File: src/hdl/b64_pkg.sv
// ----------------------------------------------------------------------------
// b64_pkg: shared types, constants and alphabet functions
// Result and job records passed from the front end through the job queue
// to the output serializer, plus the base64 character mapping.
// ----------------------------------------------------------------------------
package b64_pkg;

  localparam int MAX_RES     = 4;
  localparam int RES_CNT_W   = $clog2(MAX_RES + 1);
  localparam int RES_IDX_W   = $clog2(MAX_RES);
  localparam int QUEUE_DEPTH = 2;
  localparam int CFG_IDX_W   = 2;
  localparam int CFG_DATA_W  = 1;

  // Register indexes
  localparam logic [CFG_IDX_W-1:0] REG_DIRECTION = 2'd0;
  localparam logic [CFG_IDX_W-1:0] REG_VARIANT   = 2'd1;

  // Characters
  localparam logic [7:0] CHAR_PAD   = 8'h3D;  // '='
  localparam logic [7:0] CHAR_DASH  = 8'h2D;  // '-'
  localparam logic [7:0] CHAR_USCR  = 8'h5F;  // '_'
  localparam logic [7:0] CHAR_PLUS  = 8'h2B;  // '+'
  localparam logic [7:0] CHAR_SLASH = 8'h2F;  // '/'
  localparam logic [7:0] CHAR_UA    = 8'h41;  // 'A'
  localparam logic [7:0] CHAR_UZ    = 8'h5A;  // 'Z'
  localparam logic [7:0] CHAR_LA    = 8'h61;  // 'a'
  localparam logic [7:0] CHAR_LZ    = 8'h7A;  // 'z'
  localparam logic [7:0] CHAR_D0    = 8'h30;  // '0'
  localparam logic [7:0] CHAR_D9    = 8'h39;  // '9'

  localparam logic [5:0] SEXTET_62 = 6'd62;
  localparam logic [5:0] SEXTET_63 = 6'd63;

  typedef struct packed {
    logic [7:0] value;
    logic       has_data;
    logic       last;
    logic       error;
  } res_t;

  typedef struct packed {
    logic [RES_CNT_W-1:0] cnt;
    res_t [MAX_RES-1:0]   res;
  } job_t;

  typedef struct packed {
    logic valid;
    job_t job;
  } push_t;

  typedef struct packed {
    logic head_valid;
    logic full;
  } qstat_t;

  // Map a 6-bit value to its character
  function automatic logic [7:0] sextet_char(logic [5:0] v, logic url);
    logic [7:0] c;
    if (v < 6'd26) begin
      c = CHAR_UA + {2'b00, v};
    end else if (v < 6'd52) begin
      c = CHAR_LA + {2'b00, v} - 8'd26;
    end else if (v < SEXTET_62) begin
      c = CHAR_D0 + {2'b00, v} - 8'd52;
    end else if (v == SEXTET_62) begin
      c = url ? CHAR_DASH : CHAR_PLUS;
    end else begin
      c = url ? CHAR_USCR : CHAR_SLASH;
    end
    return c;
  endfunction

  // Map a url-alphabet character to {valid, 6-bit value}
  function automatic logic [6:0] char_sextet(logic [7:0] c);
    logic [6:0] r;
    if (c >= CHAR_UA && c <= CHAR_UZ) begin
      r = {1'b1, 6'(c - CHAR_UA)};
    end else if (c >= CHAR_LA && c <= CHAR_LZ) begin
      r = {1'b1, 6'(c - CHAR_LA + 8'd26)};
    end else if (c >= CHAR_D0 && c <= CHAR_D9) begin
      r = {1'b1, 6'(c - CHAR_D0 + 8'd52)};
    end else if (c == CHAR_DASH) begin
      r = {1'b1, SEXTET_62};
    end else if (c == CHAR_USCR) begin
      r = {1'b1, SEXTET_63};
    end else begin
      r = 7'd0;
    end
    return r;
  endfunction

endpackage

File: src/hdl/b64_if.sv
// ----------------------------------------------------------------------------
// b64_if: channel interfaces of the codec
// Input item channel, result channel and configuration write channel.
// ----------------------------------------------------------------------------
interface b64_in_if;
  logic       valid;
  logic       ready;
  logic [7:0] value;
  logic       last;
  modport source (output valid, output value, output last, input ready);
  modport sink   (input valid, input value, input last, output ready);
endinterface

interface b64_out_if;
  logic       valid;
  logic       ready;
  logic [7:0] value;
  logic       has_data;
  logic       last;
  logic       error;
  modport source (output valid, output value, output has_data, output last,
                  output error, input ready);
  modport sink   (input valid, input value, input has_data, input last,
                  input error, output ready);
endinterface

interface b64_cfg_if;
  logic       valid;
  logic       ready;
  logic [1:0] index;
  logic       data;
  modport source (output valid, output index, output data, input ready);
  modport sink   (input valid, input index, input data, output ready);
endinterface

File: src/hdl/base64_stream_codec.sv
// ----------------------------------------------------------------------------
// base64_stream_codec: streaming base64 encoder and url-alphabet decoder
// Results of an accepted item pass through the job queue and then the output register.
// Throughput: one input item per cycle while the job queue has room; one
// result per cycle at the output register while the output side is ready.
// Reset: synchronous active-low; clears configuration, message state,
// the job queue and the output register.
// ----------------------------------------------------------------------------
module base64_stream_codec
  import b64_pkg::*;
#(
  parameter int QDEPTH = QUEUE_DEPTH
) (
  input  logic      clk,
  input  logic      rst_n,
  b64_in_if.sink    in_s,
  b64_out_if.source out_s,
  b64_cfg_if.sink   cfg_s
);

  push_t  push;
  qstat_t qstat;
  job_t   head;
  logic   pop;

  b64_front u_front (
    .clk   (clk),
    .rst_n (rst_n),
    .in_s  (in_s),
    .cfg_s (cfg_s),
    .qstat (qstat),
    .push  (push)
  );

  b64_queue #(.DEPTH(QDEPTH)) u_queue (
    .clk   (clk),
    .rst_n (rst_n),
    .push  (push),
    .pop   (pop),
    .head  (head),
    .qstat (qstat)
  );

  b64_back u_back (
    .clk   (clk),
    .rst_n (rst_n),
    .head  (head),
    .qstat (qstat),
    .pop   (pop),
    .out_s (out_s)
  );

endmodule

File: src/hdl/b64_front.sv
// ----------------------------------------------------------------------------
// b64_front: input front end
// Accepts items, updates the message state and builds one job holding all
// results that the item causes. Also holds the configuration registers.
// ----------------------------------------------------------------------------
module b64_front
  import b64_pkg::*;
(
  input  logic     clk,
  input  logic     rst_n,
  b64_in_if.sink   in_s,
  b64_cfg_if.sink  cfg_s,
  input  qstat_t   qstat,
  output push_t    push
);

  logic       direction_r, direction_nxt;
  logic       variant_r, variant_nxt;
  logic [5:0] carry_r, carry_nxt;
  logic [2:0] ccount_r, ccount_nxt;
  logic [1:0] phase_r, phase_nxt;
  logic       pad_r, pad_nxt;
  logic       err_r, err_nxt;

  logic       accept;
  logic       cfg_wr;
  job_t       job;
  logic [5:0] sx0, sx1;
  logic [7:0] ch0, ch1;
  logic [6:0] dec;
  logic [11:0] acc;
  logic [3:0] bits;
  logic [3:0] rem;
  logic       have_byte;
  logic [7:0] dbyte;
  logic [6:0] mask;
  logic       fin_err;

  assign in_s.ready  = !qstat.full;
  assign cfg_s.ready = 1'b1;
  assign accept      = in_s.valid && !qstat.full;
  assign cfg_wr      = cfg_s.valid;

  // Character lookups for the first two result slots, shared by all encode phases
  assign ch0 = sextet_char(sx0, variant_r);
  assign ch1 = sextet_char(sx1, variant_r);
  assign dec = char_sextet(in_s.value);

  // Decode carry arithmetic
  assign acc       = {carry_r, dec[5:0]};
  assign bits      = {1'b0, ccount_r} + 4'd6;
  assign have_byte = (bits >= 4'd8);
  assign rem       = have_byte ? bits - 4'd8 : bits;
  assign dbyte     = 8'(acc >> rem);
  assign mask      = 7'((8'd1 << rem) - 8'd1);

  // Build the job and next message state
  always_comb begin
    carry_nxt  = carry_r;
    ccount_nxt = ccount_r;
    phase_nxt  = phase_r;
    pad_nxt    = pad_r;
    err_nxt    = err_r;
    sx0        = '0;
    sx1        = '0;
    job        = '0;
    fin_err    = 1'b0;
    if (!direction_r) begin
      unique case (phase_r)
        2'd0: begin
          sx0 = in_s.value[7:2];
          sx1 = {in_s.value[1:0], 4'b0000};
          carry_nxt = {4'b0000, in_s.value[1:0]};
          phase_nxt = 2'd1;
          job.res[0] = '{value: ch0, has_data: 1'b1, last: 1'b0, error: 1'b0};
          job.res[1] = '{value: ch1, has_data: 1'b1, last: variant_r, error: 1'b0};
          job.res[2] = '{value: CHAR_PAD, has_data: 1'b1, last: 1'b0, error: 1'b0};
          job.res[3] = '{value: CHAR_PAD, has_data: 1'b1, last: 1'b1, error: 1'b0};
          job.cnt = !in_s.last ? RES_CNT_W'(1) :
                    (variant_r ? RES_CNT_W'(2) : RES_CNT_W'(4));
        end
        2'd1: begin
          sx0 = {carry_r[1:0], in_s.value[7:4]};
          sx1 = {in_s.value[3:0], 2'b00};
          carry_nxt = {2'b00, in_s.value[3:0]};
          phase_nxt = 2'd2;
          job.res[0] = '{value: ch0, has_data: 1'b1, last: 1'b0, error: 1'b0};
          job.res[1] = '{value: ch1, has_data: 1'b1, last: variant_r, error: 1'b0};
          job.res[2] = '{value: CHAR_PAD, has_data: 1'b1, last: 1'b1, error: 1'b0};
          job.cnt = !in_s.last ? RES_CNT_W'(1) :
                    (variant_r ? RES_CNT_W'(2) : RES_CNT_W'(3));
        end
        default: begin
          sx0 = {carry_r[3:0], in_s.value[7:6]};
          sx1 = in_s.value[5:0];
          carry_nxt = '0;
          phase_nxt = 2'd0;
          job.res[0] = '{value: ch0, has_data: 1'b1, last: 1'b0, error: 1'b0};
          job.res[1] = '{value: ch1, has_data: 1'b1, last: in_s.last, error: 1'b0};
          job.cnt = RES_CNT_W'(2);
        end
      endcase
    end else begin
      if (in_s.value == CHAR_PAD) begin
        pad_nxt = 1'b1;
      end else if (!dec[6] || pad_r) begin
        err_nxt = 1'b1;
      end else if (!err_r) begin
        carry_nxt  = acc[5:0] & mask[5:0];
        ccount_nxt = rem[2:0];
        phase_nxt  = phase_r + 2'd1;
      end
      // A byte exists only when the character was actually absorbed
      fin_err = err_nxt || (phase_nxt == 2'd1);
      if (in_s.last) begin
        job.cnt = RES_CNT_W'(1);
        if (have_byte && in_s.value != CHAR_PAD && dec[6] && !pad_r && !err_r) begin
          job.res[0] = '{value: dbyte, has_data: 1'b1, last: 1'b1, error: fin_err};
        end else begin
          job.res[0] = '{value: 8'd0, has_data: 1'b0, last: 1'b1, error: fin_err};
        end
      end else if (have_byte && in_s.value != CHAR_PAD && dec[6] && !pad_r && !err_r) begin
        job.cnt = RES_CNT_W'(1);
        job.res[0] = '{value: dbyte, has_data: 1'b1, last: 1'b0, error: 1'b0};
      end
    end
    // Drop the message state at the end of a message
    if (in_s.last) begin
      carry_nxt  = '0;
      ccount_nxt = '0;
      phase_nxt  = '0;
      pad_nxt    = 1'b0;
      err_nxt    = 1'b0;
    end
  end

  assign push.valid = accept && (job.cnt != '0);
  assign push.job   = job;

  // Configuration registers
  always_comb begin
    direction_nxt = direction_r;
    variant_nxt   = variant_r;
    if (cfg_wr && cfg_s.index == REG_DIRECTION) direction_nxt = cfg_s.data;
    if (cfg_wr && cfg_s.index == REG_VARIANT)   variant_nxt   = cfg_s.data;
  end

  always_ff @(posedge clk) begin
    if (!rst_n) begin
      direction_r <= 1'b0;
      variant_r   <= 1'b0;
      carry_r     <= '0;
      ccount_r    <= '0;
      phase_r     <= '0;
      pad_r       <= 1'b0;
      err_r       <= 1'b0;
    end else begin
      direction_r <= direction_nxt;
      variant_r   <= variant_nxt;
      if (cfg_wr && (cfg_s.index == REG_DIRECTION || cfg_s.index == REG_VARIANT)) begin
        carry_r  <= '0;
        ccount_r <= '0;
        phase_r  <= '0;
        pad_r    <= 1'b0;
        err_r    <= 1'b0;
      end else if (accept) begin
        carry_r  <= carry_nxt;
        ccount_r <= ccount_nxt;
        phase_r  <= phase_nxt;
        pad_r    <= pad_nxt;
        err_r    <= err_nxt;
      end
    end
  end

endmodule

File: src/hdl/b64_queue.sv
// ----------------------------------------------------------------------------
// b64_queue: job queue
// Short FIFO of jobs between the front end and the output serializer.
// ----------------------------------------------------------------------------
module b64_queue
  import b64_pkg::*;
#(
  parameter int DEPTH = QUEUE_DEPTH
) (
  input  logic   clk,
  input  logic   rst_n,
  input  push_t  push,
  input  logic   pop,
  output job_t   head,
  output qstat_t qstat
);

  localparam int PTR_W = (DEPTH > 1) ? $clog2(DEPTH) : 1;
  localparam int CNT_W = $clog2(DEPTH + 1);
  localparam logic [PTR_W-1:0] LAST_PTR = PTR_W'(DEPTH - 1);
  localparam logic [CNT_W-1:0] FULL_CNT = CNT_W'(DEPTH);

  job_t             mem_r [DEPTH];
  logic [PTR_W-1:0] wr_ptr_r, wr_ptr_nxt;
  logic [PTR_W-1:0] rd_ptr_r, rd_ptr_nxt;
  logic [CNT_W-1:0] cnt_r, cnt_nxt;

  assign head             = mem_r[rd_ptr_r];
  assign qstat.head_valid = (cnt_r != '0);
  assign qstat.full       = (cnt_r == FULL_CNT);

  // Advance pointers with explicit wrap
  always_comb begin
    wr_ptr_nxt = wr_ptr_r;
    rd_ptr_nxt = rd_ptr_r;
    cnt_nxt    = cnt_r;
    if (push.valid) begin
      wr_ptr_nxt = (wr_ptr_r == LAST_PTR) ? '0 : wr_ptr_r + PTR_W'(1);
    end
    if (pop) begin
      rd_ptr_nxt = (rd_ptr_r == LAST_PTR) ? '0 : rd_ptr_r + PTR_W'(1);
    end
    if (push.valid && !pop) cnt_nxt = cnt_r + CNT_W'(1);
    else if (!push.valid && pop) cnt_nxt = cnt_r - CNT_W'(1);
  end

  always_ff @(posedge clk) begin
    if (push.valid) mem_r[wr_ptr_r] <= push.job;
  end

  always_ff @(posedge clk) begin
    if (!rst_n) begin
      wr_ptr_r <= '0;
      rd_ptr_r <= '0;
      cnt_r    <= '0;
    end else begin
      wr_ptr_r <= wr_ptr_nxt;
      rd_ptr_r <= rd_ptr_nxt;
      cnt_r    <= cnt_nxt;
    end
  end

endmodule

File: src/hdl/b64_back.sv
// ----------------------------------------------------------------------------
// b64_back: output serializer
// Steps through the head job's results, one per cycle unless the output
// stalls, into the output register; pops the job after its final result.
// ----------------------------------------------------------------------------
module b64_back
  import b64_pkg::*;
(
  input  logic      clk,
  input  logic      rst_n,
  input  job_t      head,
  input  qstat_t    qstat,
  output logic      pop,
  b64_out_if.source out_s
);

  logic                 out_valid_r, out_valid_nxt;
  res_t                 out_r;
  logic [RES_IDX_W-1:0] idx_r, idx_nxt;
  logic                 load;
  logic                 at_end;

  assign load   = qstat.head_valid && (!out_valid_r || out_s.ready);
  assign at_end = (RES_CNT_W'(idx_r) + RES_CNT_W'(1)) == head.cnt;
  assign pop    = load && at_end;

  // Advance through the job's results
  always_comb begin
    idx_nxt       = idx_r;
    out_valid_nxt = out_valid_r;
    if (load) begin
      idx_nxt       = at_end ? '0 : idx_r + RES_IDX_W'(1);
      out_valid_nxt = 1'b1;
    end else if (out_s.ready) begin
      out_valid_nxt = 1'b0;
    end
  end

  always_ff @(posedge clk) begin
    if (load) out_r <= head.res[idx_r];
  end

  always_ff @(posedge clk) begin
    if (!rst_n) begin
      out_valid_r <= 1'b0;
      idx_r       <= '0;
    end else begin
      out_valid_r <= out_valid_nxt;
      idx_r       <= idx_nxt;
    end
  end

  assign out_s.valid    = out_valid_r;
  assign out_s.value    = out_r.value;
  assign out_s.has_data = out_r.has_data;
  assign out_s.last     = out_r.last;
  assign out_s.error    = out_r.error;

endmodule

File: src/flat_wrapper.sv
// flat-port wrapper written by rule: the top's interface ports become plain ports
module base64_stream_codec_flat import b64_pkg::*;
#(
  parameter int QDEPTH = QUEUE_DEPTH
)
  (clk, rst_n, in_s_valid, in_s_value, in_s_last, in_s_ready, out_s_valid, out_s_value, out_s_has_data, out_s_last, out_s_error, out_s_ready, cfg_s_valid, cfg_s_index, cfg_s_data, cfg_s_ready);
  b64_in_if in_s_i ();
  b64_out_if out_s_i ();
  b64_cfg_if cfg_s_i ();
  input  logic clk;
  input  logic rst_n;
  input wire logic [$bits(in_s_i.valid)-1:0] in_s_valid;
  input wire logic [$bits(in_s_i.value)-1:0] in_s_value;
  input wire logic [$bits(in_s_i.last)-1:0] in_s_last;
  output wire logic [$bits(in_s_i.ready)-1:0] in_s_ready;
  output wire logic [$bits(out_s_i.valid)-1:0] out_s_valid;
  output wire logic [$bits(out_s_i.value)-1:0] out_s_value;
  output wire logic [$bits(out_s_i.has_data)-1:0] out_s_has_data;
  output wire logic [$bits(out_s_i.last)-1:0] out_s_last;
  output wire logic [$bits(out_s_i.error)-1:0] out_s_error;
  input wire logic [$bits(out_s_i.ready)-1:0] out_s_ready;
  input wire logic [$bits(cfg_s_i.valid)-1:0] cfg_s_valid;
  input wire logic [$bits(cfg_s_i.index)-1:0] cfg_s_index;
  input wire logic [$bits(cfg_s_i.data)-1:0] cfg_s_data;
  output wire logic [$bits(cfg_s_i.ready)-1:0] cfg_s_ready;
  assign in_s_i.valid = in_s_valid;
  assign in_s_i.value = in_s_value;
  assign in_s_i.last = in_s_last;
  assign in_s_ready = in_s_i.ready;
  assign out_s_valid = out_s_i.valid;
  assign out_s_value = out_s_i.value;
  assign out_s_has_data = out_s_i.has_data;
  assign out_s_last = out_s_i.last;
  assign out_s_error = out_s_i.error;
  assign out_s_i.ready = out_s_ready;
  assign cfg_s_i.valid = cfg_s_valid;
  assign cfg_s_i.index = cfg_s_index;
  assign cfg_s_i.data = cfg_s_data;
  assign cfg_s_ready = cfg_s_i.ready;
  base64_stream_codec #(.QDEPTH(QDEPTH)) u_core (.clk(clk), .rst_n(rst_n), .in_s(in_s_i), .out_s(out_s_i), .cfg_s(cfg_s_i));
endmodule
File: config.mk
export PLATFORM = sky130hd
export DESIGN_NAME = base64_stream_codec_flat
export DESIGN_NICKNAME = d
export VERILOG_FILES = /design/src/hdl/b64_pkg.sv /design/src/hdl/b64_if.sv /design/src/hdl/base64_stream_codec.sv /design/src/hdl/b64_front.sv /design/src/hdl/b64_queue.sv /design/src/hdl/b64_back.sv /design/src/flat_wrapper.sv
export SDC_FILE = /design/constraint.sdc
export NUM_CORES = 1
export LEC_CHECK = 0
export ABC_CLOCK_PERIOD_IN_PS = 16700
export BUFFER_PORTS_ARGS = -buffer_cell sky130_fd_sc_hd__buf_2
export CAP_MARGIN = 0
export CORE_MARGIN = 10
export CORE_UTILIZATION = 40
export DETAILED_ROUTE_END_ITERATION = 6
export PLACE_DENSITY = 0.6
export SYNTH_ARGS = -nofsm -noshare
export SYNTH_HDL_FRONTEND = slang
export SYNTH_HIERARCHICAL = 1
export SYNTH_SLANG_ARGS = --single-unit
export TNS_END_PERCENT = 10
File: constraint.sdc
create_clock -name clk -period 16.7 [get_ports clk]
set_clock_uncertainty 0.1 [all_clocks]
set_input_delay 2.505 -clock clk [delete_from_list [all_inputs] [get_ports clk]]
set_output_delay 2.505 -clock clk [all_outputs]
set_load 0.02 [all_outputs]
==> results of run 1 <==
## metal layers
| layer | GRT usage (%) | share of wire (%) | wire, microns | up-vias |
|---|---|---|---|---|
| li1 | - | - | - | 2532 |
| met5 | 0 | 0 | 0 | - |
| met3 | 2.90 | 5.2 | 920 | 27 |
| met1 | 19.2 | 45 | 7840 | 2574 |
| met2 | 22.8 | 48 | 8410 | 182 |
| met4 | 5.48 | 2.0 | 355 | 0 |
## per-stage QoR
stage | worst slack, ns | hold slack [ns] | cell area [sq um]
finish | 11.24 | 0.367 | 8350
global route | 10.99 | 0.392 | 8350
CTS | 11.26 | 0.366 | 8350
detailed placement | 10.84 | 0.361 | 7730
global placement | 10.94 | 0.349 | 7730
floorplan | 9.48 | 0.329 | 7600
## cells by family (layout without fill, tap and decap cells)
| group | count (synthesis) | in the layout | share of synthesized area, % |
|---|---|---|---|
| other cells | 2 | 10 | 0.0992 |
| flops | 127 | 127 | 47.5 |
| fa+ha+maj | 29 | 29 | 4.79 |
| simple gates | 183 | 183 | 13.5 |
| mux | 64 | 64 | 11.4 |
| xor+xnor | 15 | 15 | 1.74 |
| compound gates | 162 | 162 | 14.7 |
| buf+inv | 87 | 99 | 6.33 |
## worst max-delay path, stage by stage
cell,delay (ns)
sky130_fd_sc_hd__buf_2,0.25
sky130_fd_sc_hd__inv_1,0.18
sky130_fd_sc_hd__ha_1,0.31
sky130_fd_sc_hd__and4bb_4,0.25
sky130_fd_sc_hd__a311o_1,0.38
sky130_fd_sc_hd__o21ai_2,0.13
sky130_fd_sc_hd__o21ai_2,0.20
sky130_fd_sc_hd__nor2_1,0.14
sky130_fd_sc_hd__nor2_1,0.07
sky130_fd_sc_hd__nor2_1,0.23
sky130_fd_sc_hd__nor2b_4,0.18
sky130_fd_sc_hd__buf_4,0.52
## power by group
group          switching, W  total, W  internal (W)
combinational      0.000179  0.000315      0.000136
sequential        0.0000363  0.000466      0.000430
clock              0.000135  0.000383      0.000248
total              0.000350   0.00116      0.000814
## Yosys cell counts, drive strengths merged, types with 3 or more instances
master	count	share of area (%)
inv	31	1.5
nor4	4	0.33
a32o	4	0.53
mux2i	3	0.40
xor2	4	0.46
dfxtp	22	5.8
nand3	6	0.46
a21oi	46	3.1
and2	10	0.83
a21o	6	0.59
a22oi	7	0.69
o32ai	3	0.35
o21a	3	0.30
mux2	49	7.3
ha	29	4.8
or3b	8	0.96
nor3b	4	0.46
nand3b	3	0.30
a2bb2oi	3	0.35
o221ai	3	0.35
xnor2	11	1.3
nor3	19	1.3
nand4	4	0.33
o22ai	10	0.83
o31ai	6	0.59
a21boi	3	0.30
buf	39	3.9
nor2	42	2.1
clkbuf	16	0.79
nand2	39	1.9
a31oi	7	0.58
mux4	12	3.7
edfxtp	105	42
or3	7	0.71
or2	3	0.25
a22o	5	0.58
a211oi	8	0.86
nand2b	7	0.58
nor2b	8	0.66
a311oi	3	0.35
o21ai	22	1.6
and3	8	0.66
## sequential cells by signal, indices dropped and copies added, names as in the netlist, 2 cells and up, named ones only
register	flops
u_core/u_back/idx_r	2
u_core/u_front/carry_r	6
u_core/u_front/ccount_r	2
u_core/u_queue/cnt_r	2
u_core/u_front/phase_r	2
u_core/u_queue/mem_r	94
u_core/u_back/out_s.value	8
## area by class of cell
| type | count | area [sq um] |
|---|---|---|
| Fill cell | 1702 | 10300 |
| Sequential cell | 127 | 3590 |
| Multi-Input combinational cell | 463 | 3540 |
| Clock buffer | 17 | 425 |
| Tap cell | 234 | 293 |
| Clock inverter | 15 | 193 |
| Timing Repair Buffer | 35 | 190 |
| Inverter | 32 | 120 |
## worst max-delay path by stage
stage	depth (start not counted)	slack [ns]	to	from
2_1_floorplan	12	9.48	u_core/u_queue/mem_r[0][0]	in_s_value[0]
3_3_place_gp	12	10.94	u_core/u_queue/mem_r[0][17]	in_s_value[0]
3_5_place_dp	12	10.84	u_core/u_queue/mem_r[0][39]	in_s_value[0]
4_1_cts	12	11.26	u_core/u_queue/mem_r[0][6]	in_s_value[0]
5_1_grt	12	10.99	u_core/u_queue/mem_r[0][16]	in_s_value[0]
6_report	12	11.24	u_core/u_queue/mem_r[0][16]	in_s_value[0]
==> metrics.yaml, run 1 <==
outcome:
  outcome: "finished clean"
clocking:
  cts_max_path_buffers: 2
  cts-htree-levels: 4
  post-cts-setup-buffer-count: 0
  number_of_cts_inserted_buffers: 17
  cts_tree: "yes"
  clock_insertion_delay_worst_skew_ns: 0.42
  clk_root_buffer_cell: "sky130_fd_sc_hd__clkbuf_16"
  holdBufCountCts: 0
  path_clk_slew_ns: 0.05
  post_cts_resize_count: 0
  cts.sinks: 127
drt:
  drt_first_pass_iters: 5
  postRouteWirelength_microns: 17500
  drc: 0
  viasPerCell: 5.76
  via_count: 5315
  drt-wirelength-per-cell_microns: 19.0
  violation_count_after_the_first_detailed_routing_iteration: 392
  antenna_violating_nets_post_route: 0
critical_path:
  critPathArrivalTime_ns: 5.40
  setup.reg_to_reg.worst_slack_ns: 12.75
  worstRegToRegCells: 10
  cp-end-kind: "flip-flop"
  cp-start-kind: "input port"
  worst_r2r_startpoint: "u_core/u_front/phase_r[0]"
  criticalPathCategory: "in2reg"
  cp.required_ns: 16.65
  crit-reg2reg-capture: "u_core/u_queue/mem_r[1][15]"
  critical_path_peak_fanout: 48
placed_design:
  dp_hpwl_microns: 12200
  place_congestion: 0.899
  io_buffers: 29
  number_of_cells_in_the_design_after_placement: 891
floorplanning:
  io_pins: 31
  row_count: 50
  die_height_microns: 158
  die_w_microns: 158
  floorplan.core_area_sq_um: 18600
  die_area_sq_um: 24800
  initial_core_util_pct: 40.6
synth:
  synth_edf_count: 105
  number_of_cells_produced_by_synthesis: 669
  most_used_dff_post_synth: "sky130_fd_sc_hd__edfxtp_1"
  synth-async-reset-ratio_pct: 0
  synth_cell_type_count: 84
  synth-seq-area-share_pct: 47.5
  synth_warnings: 6
  yosys_register_bits: 127
  syn-mean-instance-area_sq_um: 11.3
  synth.cell_area_sq_um: 7570
pwr:
  power_density_over_the_cells_nw_per_um2: 139
  worst_ir_drop_vdd_mv: 0.0646
  cellLeakagePower_nw: 2.91
  total_power_w: 0.00116
min_path:
  timing.hold.worst_path_depth: 2
  min-delay-start: "u_core/u_front/carry_r[5]"
  hold_path_end: "u_core/u_front/carry_r[5]"
  min-delay-path-class: "reg2reg"
timing:
  min_period_ns: 5.46
  setup_violations: 0
  min_period_over_period_pct: 32.7
  timing.final.max_slew_violations: 0
  grt_setup_unrepaired: "no"
  worst_slew_pin_slew_ns: 1.11
  maxSlewHeadroom_pct: 26.1
  timing.setup.tns_ns: 0
  finalHoldViolCount: 0
  achievable-frequency_ghz: 0.183
finish:
  number_of_nets_in_the_finished_design: 722
  layout_common_cells: "105 x sky130_fd_sc_hd__edfxtp_1, 49 x sky130_fd_sc_hd__mux2_2, 45 x sky130_fd_sc_hd__a21oi_1"
  layout.cells.most_common: "sky130_fd_sc_hd__edfxtp_1"
  final_layout_size_suffix_gt1_share_pct: 21.8
  finalCoreUtilization_pct: 44.8
  fin_cells: 923
  num_antenna_cells: 0
  synthToLayoutAreaGrowth_pct: 10.3
global_route:
  grt_pass1_wl_microns: 28300
  antenna_found_initial: 0
  maximum_number_of_pins_on_one_net_before_global_route_repair: 49
  first_global_vias: 5145
  track_usage_pct: 14.5
  grt.overflow.total: 0
job:
  drv_cap: 0
(Power assumes the default switching activity.)
==> inputs of run 2 (changes only) <==
--- a/config.mk
+++ b/config.mk
@@ -5,7 +5,7 @@
 export SDC_FILE = /design/constraint.sdc
 export NUM_CORES = 1
 export LEC_CHECK = 0
-export ABC_CLOCK_PERIOD_IN_PS = 16700
+export ABC_CLOCK_PERIOD_IN_PS = 5210
 export BUFFER_PORTS_ARGS = -buffer_cell sky130_fd_sc_hd__buf_2
 export CAP_MARGIN = 0
 export CORE_MARGIN = 10
==> constraint.sdc (replaced) <==
create_clock -name clk -period 5.21 [get_ports clk]
set_clock_uncertainty 0.1 [all_clocks]
set_input_delay 0.7815 -clock clk [delete_from_list [all_inputs] [get_ports clk]]
set_output_delay 0.7815 -clock clk [all_outputs]
set_load 0.02 [all_outputs]
==> run 2 against run 1 <==
  * Via count rose by 1.0%
  * Global-route usage fell by 0.26 points
  * Largest cell class unchanged
  * Combinational power rose to 3.3 times the previous value
  * Critical path type is now reg2reg
==> metrics.yaml, run 2 (synthesis gave the netlist of run 1 again) <==
global_route:
  track_usage_pct: 14.2
  maximum_number_of_pins_on_one_net_before_global_route_repair: 49
  grt_pass1_wl_microns: 28100
  first_global_vias: 5223
  antenna_found_initial: 0
  grt.overflow.total: 0
floorplanning:
  die_area_sq_um: 24800
  floorplan.core_area_sq_um: 18600
  row_count: 50
  die_height_microns: 158
  initial_core_util_pct: 40.6
  io_pins: 31
  die_w_microns: 158
placed_design:
  dp_hpwl_microns: 12400
  io_buffers: 29
  pre_cts_slack_ns: 1.05
  place_congestion: 0.945
timing:
  grt_setup_unrepaired: "no"
  timing.final.max_slew_violations: 0
  min_period_ns: 4.07
  timing.setup.tns_ns: 0
  worst_slew_pin_slew_ns: 1.01
  maxSlewHeadroom_pct: 32.4
  setup_violations: 0
  achievable-frequency_ghz: 0.246
  min_period_over_period_pct: 78.1
  finalHoldViolCount: 0
  timing.final.ws_setup_ns: 1.14
clocking:
  cts_max_path_buffers: 2
  cts_tree: "yes"
  clock_insertion_delay_worst_skew_ns: 0.41
  number_of_cts_inserted_buffers: 17
  post-cts-setup-buffer-count: 0
  clk_root_buffer_cell: "sky130_fd_sc_hd__clkbuf_16"
  cts-htree-levels: 4
  holdBufCountCts: 0
  path_clk_slew_ns: 0.06
  cts.sinks: 127
  post_cts_resize_count: 0
critical_path:
  criticalPathCategory: "reg2reg"
  cp-end-kind: "flip-flop"
  cp.required_ns: 5.21
  critical_path.max_stage_delay_ns: 0.58
  path_delay_family: "simple AND/OR/NAND/NOR gates"
  critical_path_buf_inv_count: 3
  cp-start-kind: "flip-flop"
  crit_chain: "inv_1 > ha_1 > nor2_2 > a21oi_1 > nor2_1 > inv_1 > ha_1 > nor3_1 > buf_4 > nor3_1 > a211oi_1 > o22ai_1"
  critical_path_peak_fanout: 19
  critPathSlowestCell: "sky130_fd_sc_hd__nor3_1"
  critPathArrivalTime_ns: 4.07
drt:
  violation_count_after_the_first_detailed_routing_iteration: 445
  antenna_violating_nets_post_route: 0
  drt_first_pass_iters: 5
  drt-wirelength-per-cell_microns: 19.0
  postRouteWirelength_microns: 17600
  viasPerCell: 5.81
  drc: 0
  via_count: 5369
pwr:
  worst_ir_drop_vdd_mv: 0.176
  cellLeakagePower_nw: 2.91
  power_density_over_the_cells_nw_per_um2: 441
outcome:
  outcome: "finished clean"
min_path:
  min-delay-path-class: "reg2reg"
finish:
  num_antenna_cells: 0
  layout_common_cells: "105 x sky130_fd_sc_hd__edfxtp_1, 49 x sky130_fd_sc_hd__mux2_2, 45 x sky130_fd_sc_hd__a21oi_1"
  finalCoreUtilization_pct: 44.7
  final_layout_size_suffix_gt1_share_pct: 21.9
  regMostFlops: "u_core/u_queue/mem_r"
  synthToLayoutAreaGrowth_pct: 10.1
  number_of_nets_in_the_finished_design: 723
  largest_reg_flops: 94
  layout.cells.most_common: "sky130_fd_sc_hd__edfxtp_1"
job:
  drv_cap: 0
==> run 2: path summary, 6_finish.rpt <==
check                           depth (start not counted)                 startpoint  slack, ns                          to
worst min register to register                          2  u_core/u_front/carry_r[5]       0.36   u_core/u_front/carry_r[5]
worst max register to register                         12  u_core/u_front/phase_r[0]       1.14  u_core/u_queue/mem_r[0][4]
worst min-delay path                                    2  u_core/u_front/carry_r[5]       0.36   u_core/u_front/carry_r[5]
worst max-delay path                                   12  u_core/u_front/phase_r[0]       1.14  u_core/u_queue/mem_r[0][4]
==> run 2: routing by layer <==
| layer | track usage (%) | part of all wire (%) |
|---|---|---|
| met4 | 5.25 | 2.3 |
| met3 | 3.42 | 5.6 |
| met5 | 0 | 0 |
| met2 | 22.8 | 47 |
| met1 | 18.3 | 45 |
==> run 2: final cells by class <==
class	instances	area [sq um]
fillers	1712	10300
flip-flops and latches	127	3590
multi-input cells	463	3540
clock buffers	17	425
well taps	234	293
repair buffers	36	198
clock inverters	15	169
inverters	32	120
==> run 2: power by group <==
group | total (W) | internal, W | switching, W
logic | 0.00105 | 0.000436 | 0.000614
registers | 0.00146 | 0.00138 | 0.0000795
clock network | 0.00117 | 0.000747 | 0.000422
total | 0.00368 | 0.00256 | 0.00112
==> run 2: worst register-to-register path, delay by kind of cell, from the launching register on <==
| family | cells | cell delay [ns] |
|---|---|---|
| simple gates | 4 | 1.49 |
| fa+ha+maj | 2 | 0.71 |
| buf+inv | 3 | 0.51 |
| compound gates | 3 | 0.51 |
| flops | 1 | 0.45 |
==> run 2: metrics by stage <==
stage,hold WS [ns],power [W],area (sq um),cells
after floorplan,0.329,0.00230,7600,677
after global placement,0.346,0.00251,7740,892
after detailed placement,0.351,0.00254,7740,892
after CTS,0.359,0.00371,8340,924
after global routing,0.398,0.00387,8340,924
final,0.359,0.00368,8340,924
==> inputs of run 3 (changes only) <==
--- a/config.mk
+++ b/config.mk
@@ -5,13 +5,13 @@
 export SDC_FILE = /design/constraint.sdc
 export NUM_CORES = 1
 export LEC_CHECK = 0
-export ABC_CLOCK_PERIOD_IN_PS = 5210
+export ABC_CLOCK_PERIOD_IN_PS = 3300
 export BUFFER_PORTS_ARGS = -buffer_cell sky130_fd_sc_hd__buf_2
 export CAP_MARGIN = 0
 export CORE_MARGIN = 10
 export CORE_UTILIZATION = 40
 export DETAILED_ROUTE_END_ITERATION = 6
-export PLACE_DENSITY = 0.6
+export PLACE_DENSITY = 0.62
 export SYNTH_ARGS = -nofsm -noshare
 export SYNTH_HDL_FRONTEND = slang
 export SYNTH_HIERARCHICAL = 1
==> constraint.sdc (replaced) <==
create_clock -name clk -period 3.3 [get_ports clk]
set_clock_uncertainty 0.1 [all_clocks]
set_input_delay 0.495 -clock clk [delete_from_list [all_inputs] [get_ports clk]]
set_output_delay 0.495 -clock clk [all_outputs]
set_load 0.02 [all_outputs]
==> run 3 against run 2 <==
  * Worst hold slack worse by 0.11 ns
  * Critical endpoint is now u_core/u_queue/mem_r[0][16]
  * Count of clock-buffer cells in the layout up 5
  * First-iteration DRC count down 0.45%
  * Critical path type unchanged
  * Die area unchanged
  * Worst setup slack worse by 0.97 ns
  * Core utilization up 2.6 points
  * Largest cell class is now multi-input gates
==> metrics.yaml, run 3 (synthesis gave the netlist of run 1 again) <==
finish:
  synthToLayoutAreaGrowth_pct: 16.6
  area_of_the_multi_input_gates_sq_um: 3620
  largest_reg_flops: 94
  num_antenna_cells: 0
  regMostFlops: "u_core/u_queue/mem_r"
  number_of_nets_in_the_finished_design: 766
  fin_cells: 967
  layout.cells.most_common: "sky130_fd_sc_hd__edfxtp_1"
  fill_cell_count: 1674
  layout.cell_area.non_filler_sq_um: 8830
  regArea_sq_um: 3600
  final_layout_size_suffix_gt1_share_pct: 28.5
  layout_common_cells: "105 x sky130_fd_sc_hd__edfxtp_1, 49 x sky130_fd_sc_hd__mux2_2, 48 x sky130_fd_sc_hd__buf_4"
pwr:
  p_int_w: 0.00429
  share_of_total_power_in_combinational_logic_pct: 30.3
  power_density_over_the_cells_nw_per_um2: 689
  cellLeakagePower_nw: 3.15
  power.share.clock_pct: 32.6
  net_sw_power_w: 0.00179
  worst_ir_drop_vdd_mv: 0.263
  power.switching_fraction_pct: 29.4
  share_seq_of_total_power_pct: 37.1
placed_design:
  io_buffers: 29
  dp_hpwl_microns: 13400
  number_of_cells_in_the_design_after_placement: 935
  dpl-instance-area_sq_um: 8160
  place_congestion: 0.895
  pre_cts_slack_ns: 0.0157
critical_path:
  destination_of_the_critical_timing_path: "u_core/u_queue/mem_r[0][16]"
  crit-reg2reg-capture: "u_core/u_queue/mem_r[0][16]"
  critPathArrivalTime_ns: 3.17
  cp-start-kind: "flip-flop"
  cp.required_ns: 3.33
  setup.reg_to_reg.worst_slack_ns: 0.17
  crit_chain: "inv_1 > ha_4 > or3b_2 > a21o_1 > inv_1 > ha_1 > nand2_1 > or3_4 > nor4b_4 > a221oi_1 > a21oi_1 > o21ai_0"
  crit_path_start: "u_core/u_front/phase_r[0]"
  critical_path.most_common_cell: "sky130_fd_sc_hd__inv_1"
  criticalPathCategory: "reg2reg"
  critPathSlowestCell: "sky130_fd_sc_hd__or3b_2"
  critical_path.max_stage_delay_ns: 0.46
  cp-end-kind: "flip-flop"
  worstRegToRegCells: 12
  critical_path_peak_fanout: 8
  worst_r2r_startpoint: "u_core/u_front/phase_r[0]"
clocking:
  cts.sinks: 127
  cts-htree-levels: 4
  clock_insertion_delay_worst_skew_ns: 0.42
  post-cts-setup-buffer-count: 0
  number_of_cts_inserted_buffers: 17
  path_clk_slew_ns: 0.06
  cts_tree: "yes"
  cts_max_path_buffers: 2
  clk_root_buffer_cell: "sky130_fd_sc_hd__clkbuf_16"
drt:
  drt-wirelength-per-cell_microns: 19.2
  violation_count_after_the_first_detailed_routing_iteration: 443
  postRouteWirelength_microns: 18600
  drc: 0
  via_count: 5570
  viasPerCell: 5.76
  drt_first_pass_iters: 5
  antenna_violating_nets_post_route: 0
floorplanning:
  row_count: 50
  io_pins: 31
  initial_core_util_pct: 40.6
  die_w_microns: 158
  floorplan.core_area_sq_um: 18600
  die_area_sq_um: 24800
  die_height_microns: 158
timing:
  grt_setup_unrepaired: "no"
  timing.final.max_slew_violations: 0
  maxSlewHeadroom_pct: 60.0
  timing.final.ws_setup_ns: 0.167
  setup_violations: 0
  finalHoldViolCount: 0
  min_period_over_period_pct: 94.9
  worst_slew_pin_slew_ns: 0.599
  min_period_ns: 3.13
  achievable-frequency_ghz: 0.319
global_route:
  grt_pass1_wl_microns: 30100
  grt.overflow.total: 0
  track_usage_pct: 15.4
  first_global_vias: 5575
  antenna_found_initial: 0
  maximum_number_of_pins_on_one_net_before_global_route_repair: 45
min_path:
  min-delay-path-class: "in2reg"
outcome:
  outcome: "finished clean"
job:
  drv_cap: 0
==> run 3: changes by cell type in the layout (fill, tap and decap cells not counted), moves of 3 or more <==
cell / delta
sky130_fd_sc_hd__buf_4: +41
sky130_fd_sc_hd__clkbuf_8: +3
sky130_fd_sc_hd__clkinvlp_4: -3
sky130_fd_sc_hd__ha_1: -6
sky130_fd_sc_hd__ha_4: +6
sky130_fd_sc_hd__inv_1: -5
==> run 3: critical path, delay by kind of cell, from the launching register on <==
family	cells	cell delay (ns)
AND/OR/NAND/NOR	4	1.23
AO/OA/AOI/OAI	4	0.60
adder cells (fa/ha/maj)	2	0.37
flip-flops	1	0.36
buffers and inverters	2	0.19
==> run 3: repair_timing <==
item | 4_1_cts | 5_1_grt
resized for setup | 1 | 7
setup endpoints to repair | 2 | 28
hold buffers | 0 | 0
pin swaps | 0 | 1
==> run 3: stage by stage <==
step	setup TNS, ns	power (W)	utilization (%)	hold slack [ns]
3_3_place_gp	0	0.00409	43.8	0.351
3_5_place_dp	0	0.00413	43.8	0.355
6_report	0	0.00608	47.4	0.247
4_1_cts	0	0.00613	47.2	0.232
2_1_floorplan	-3.10	0.00364	-	0.329
5_1_grt	0	0.00640	47.4	0.248
==> run 3: power groups by stage <==
stage | Sequential (W) | Combinational, W | Clock, W
after CTS | 0.00226 | 0.00185 | 0.00202
after detailed placement | 0.00229 | 0.00184 | 0
after floorplan | 0.00237 | 0.00127 | 0
after global routing | 0.00229 | 0.00201 | 0.00209
after global placement | 0.00228 | 0.00181 | 0
final | 0.00226 | 0.00184 | 0.00198
==> run 3: layer usage <==
| layer | up-vias | global-route usage [%] | part of all wire, % |
|---|---|---|---|
| met1 | 2740 | 19.7 | 45 |
| met5 | - | 0 | 0 |
| met2 | 173 | 24.7 | 47 |
| li1 | 2619 | - | - |
| met4 | 0 | 6.23 | 2.4 |
| met3 | 38 | 3.64 | 5.3 |
==> run 3: final cells by class <==
cell class	instances	share of cell area [%]
clock inverter	10	1.81
sequential	127	40.7
clock buffer	22	5.37
inverter	32	1.53
multi-input combinational	463	41.1
timing repair buffer	79	6.18
tap	234	3.32
==> run 3: worst min-delay path by stage <==
stage                               from                         end  slack [ns]  cells past startpoint
2_1_floorplan  u_core/u_front/carry_r[4]   u_core/u_front/carry_r[4]        0.33                      2
3_3_place_gp   u_core/u_front/carry_r[4]   u_core/u_front/carry_r[4]        0.35                      2
3_5_place_dp   u_core/u_front/carry_r[5]   u_core/u_front/carry_r[5]        0.36                      2
4_1_cts                       cfg_s_data  u_core/u_front/direction_r        0.23                      3
5_1_grt                       cfg_s_data  u_core/u_front/direction_r        0.25                      3
6_report                      cfg_s_data  u_core/u_front/direction_r        0.25                      3
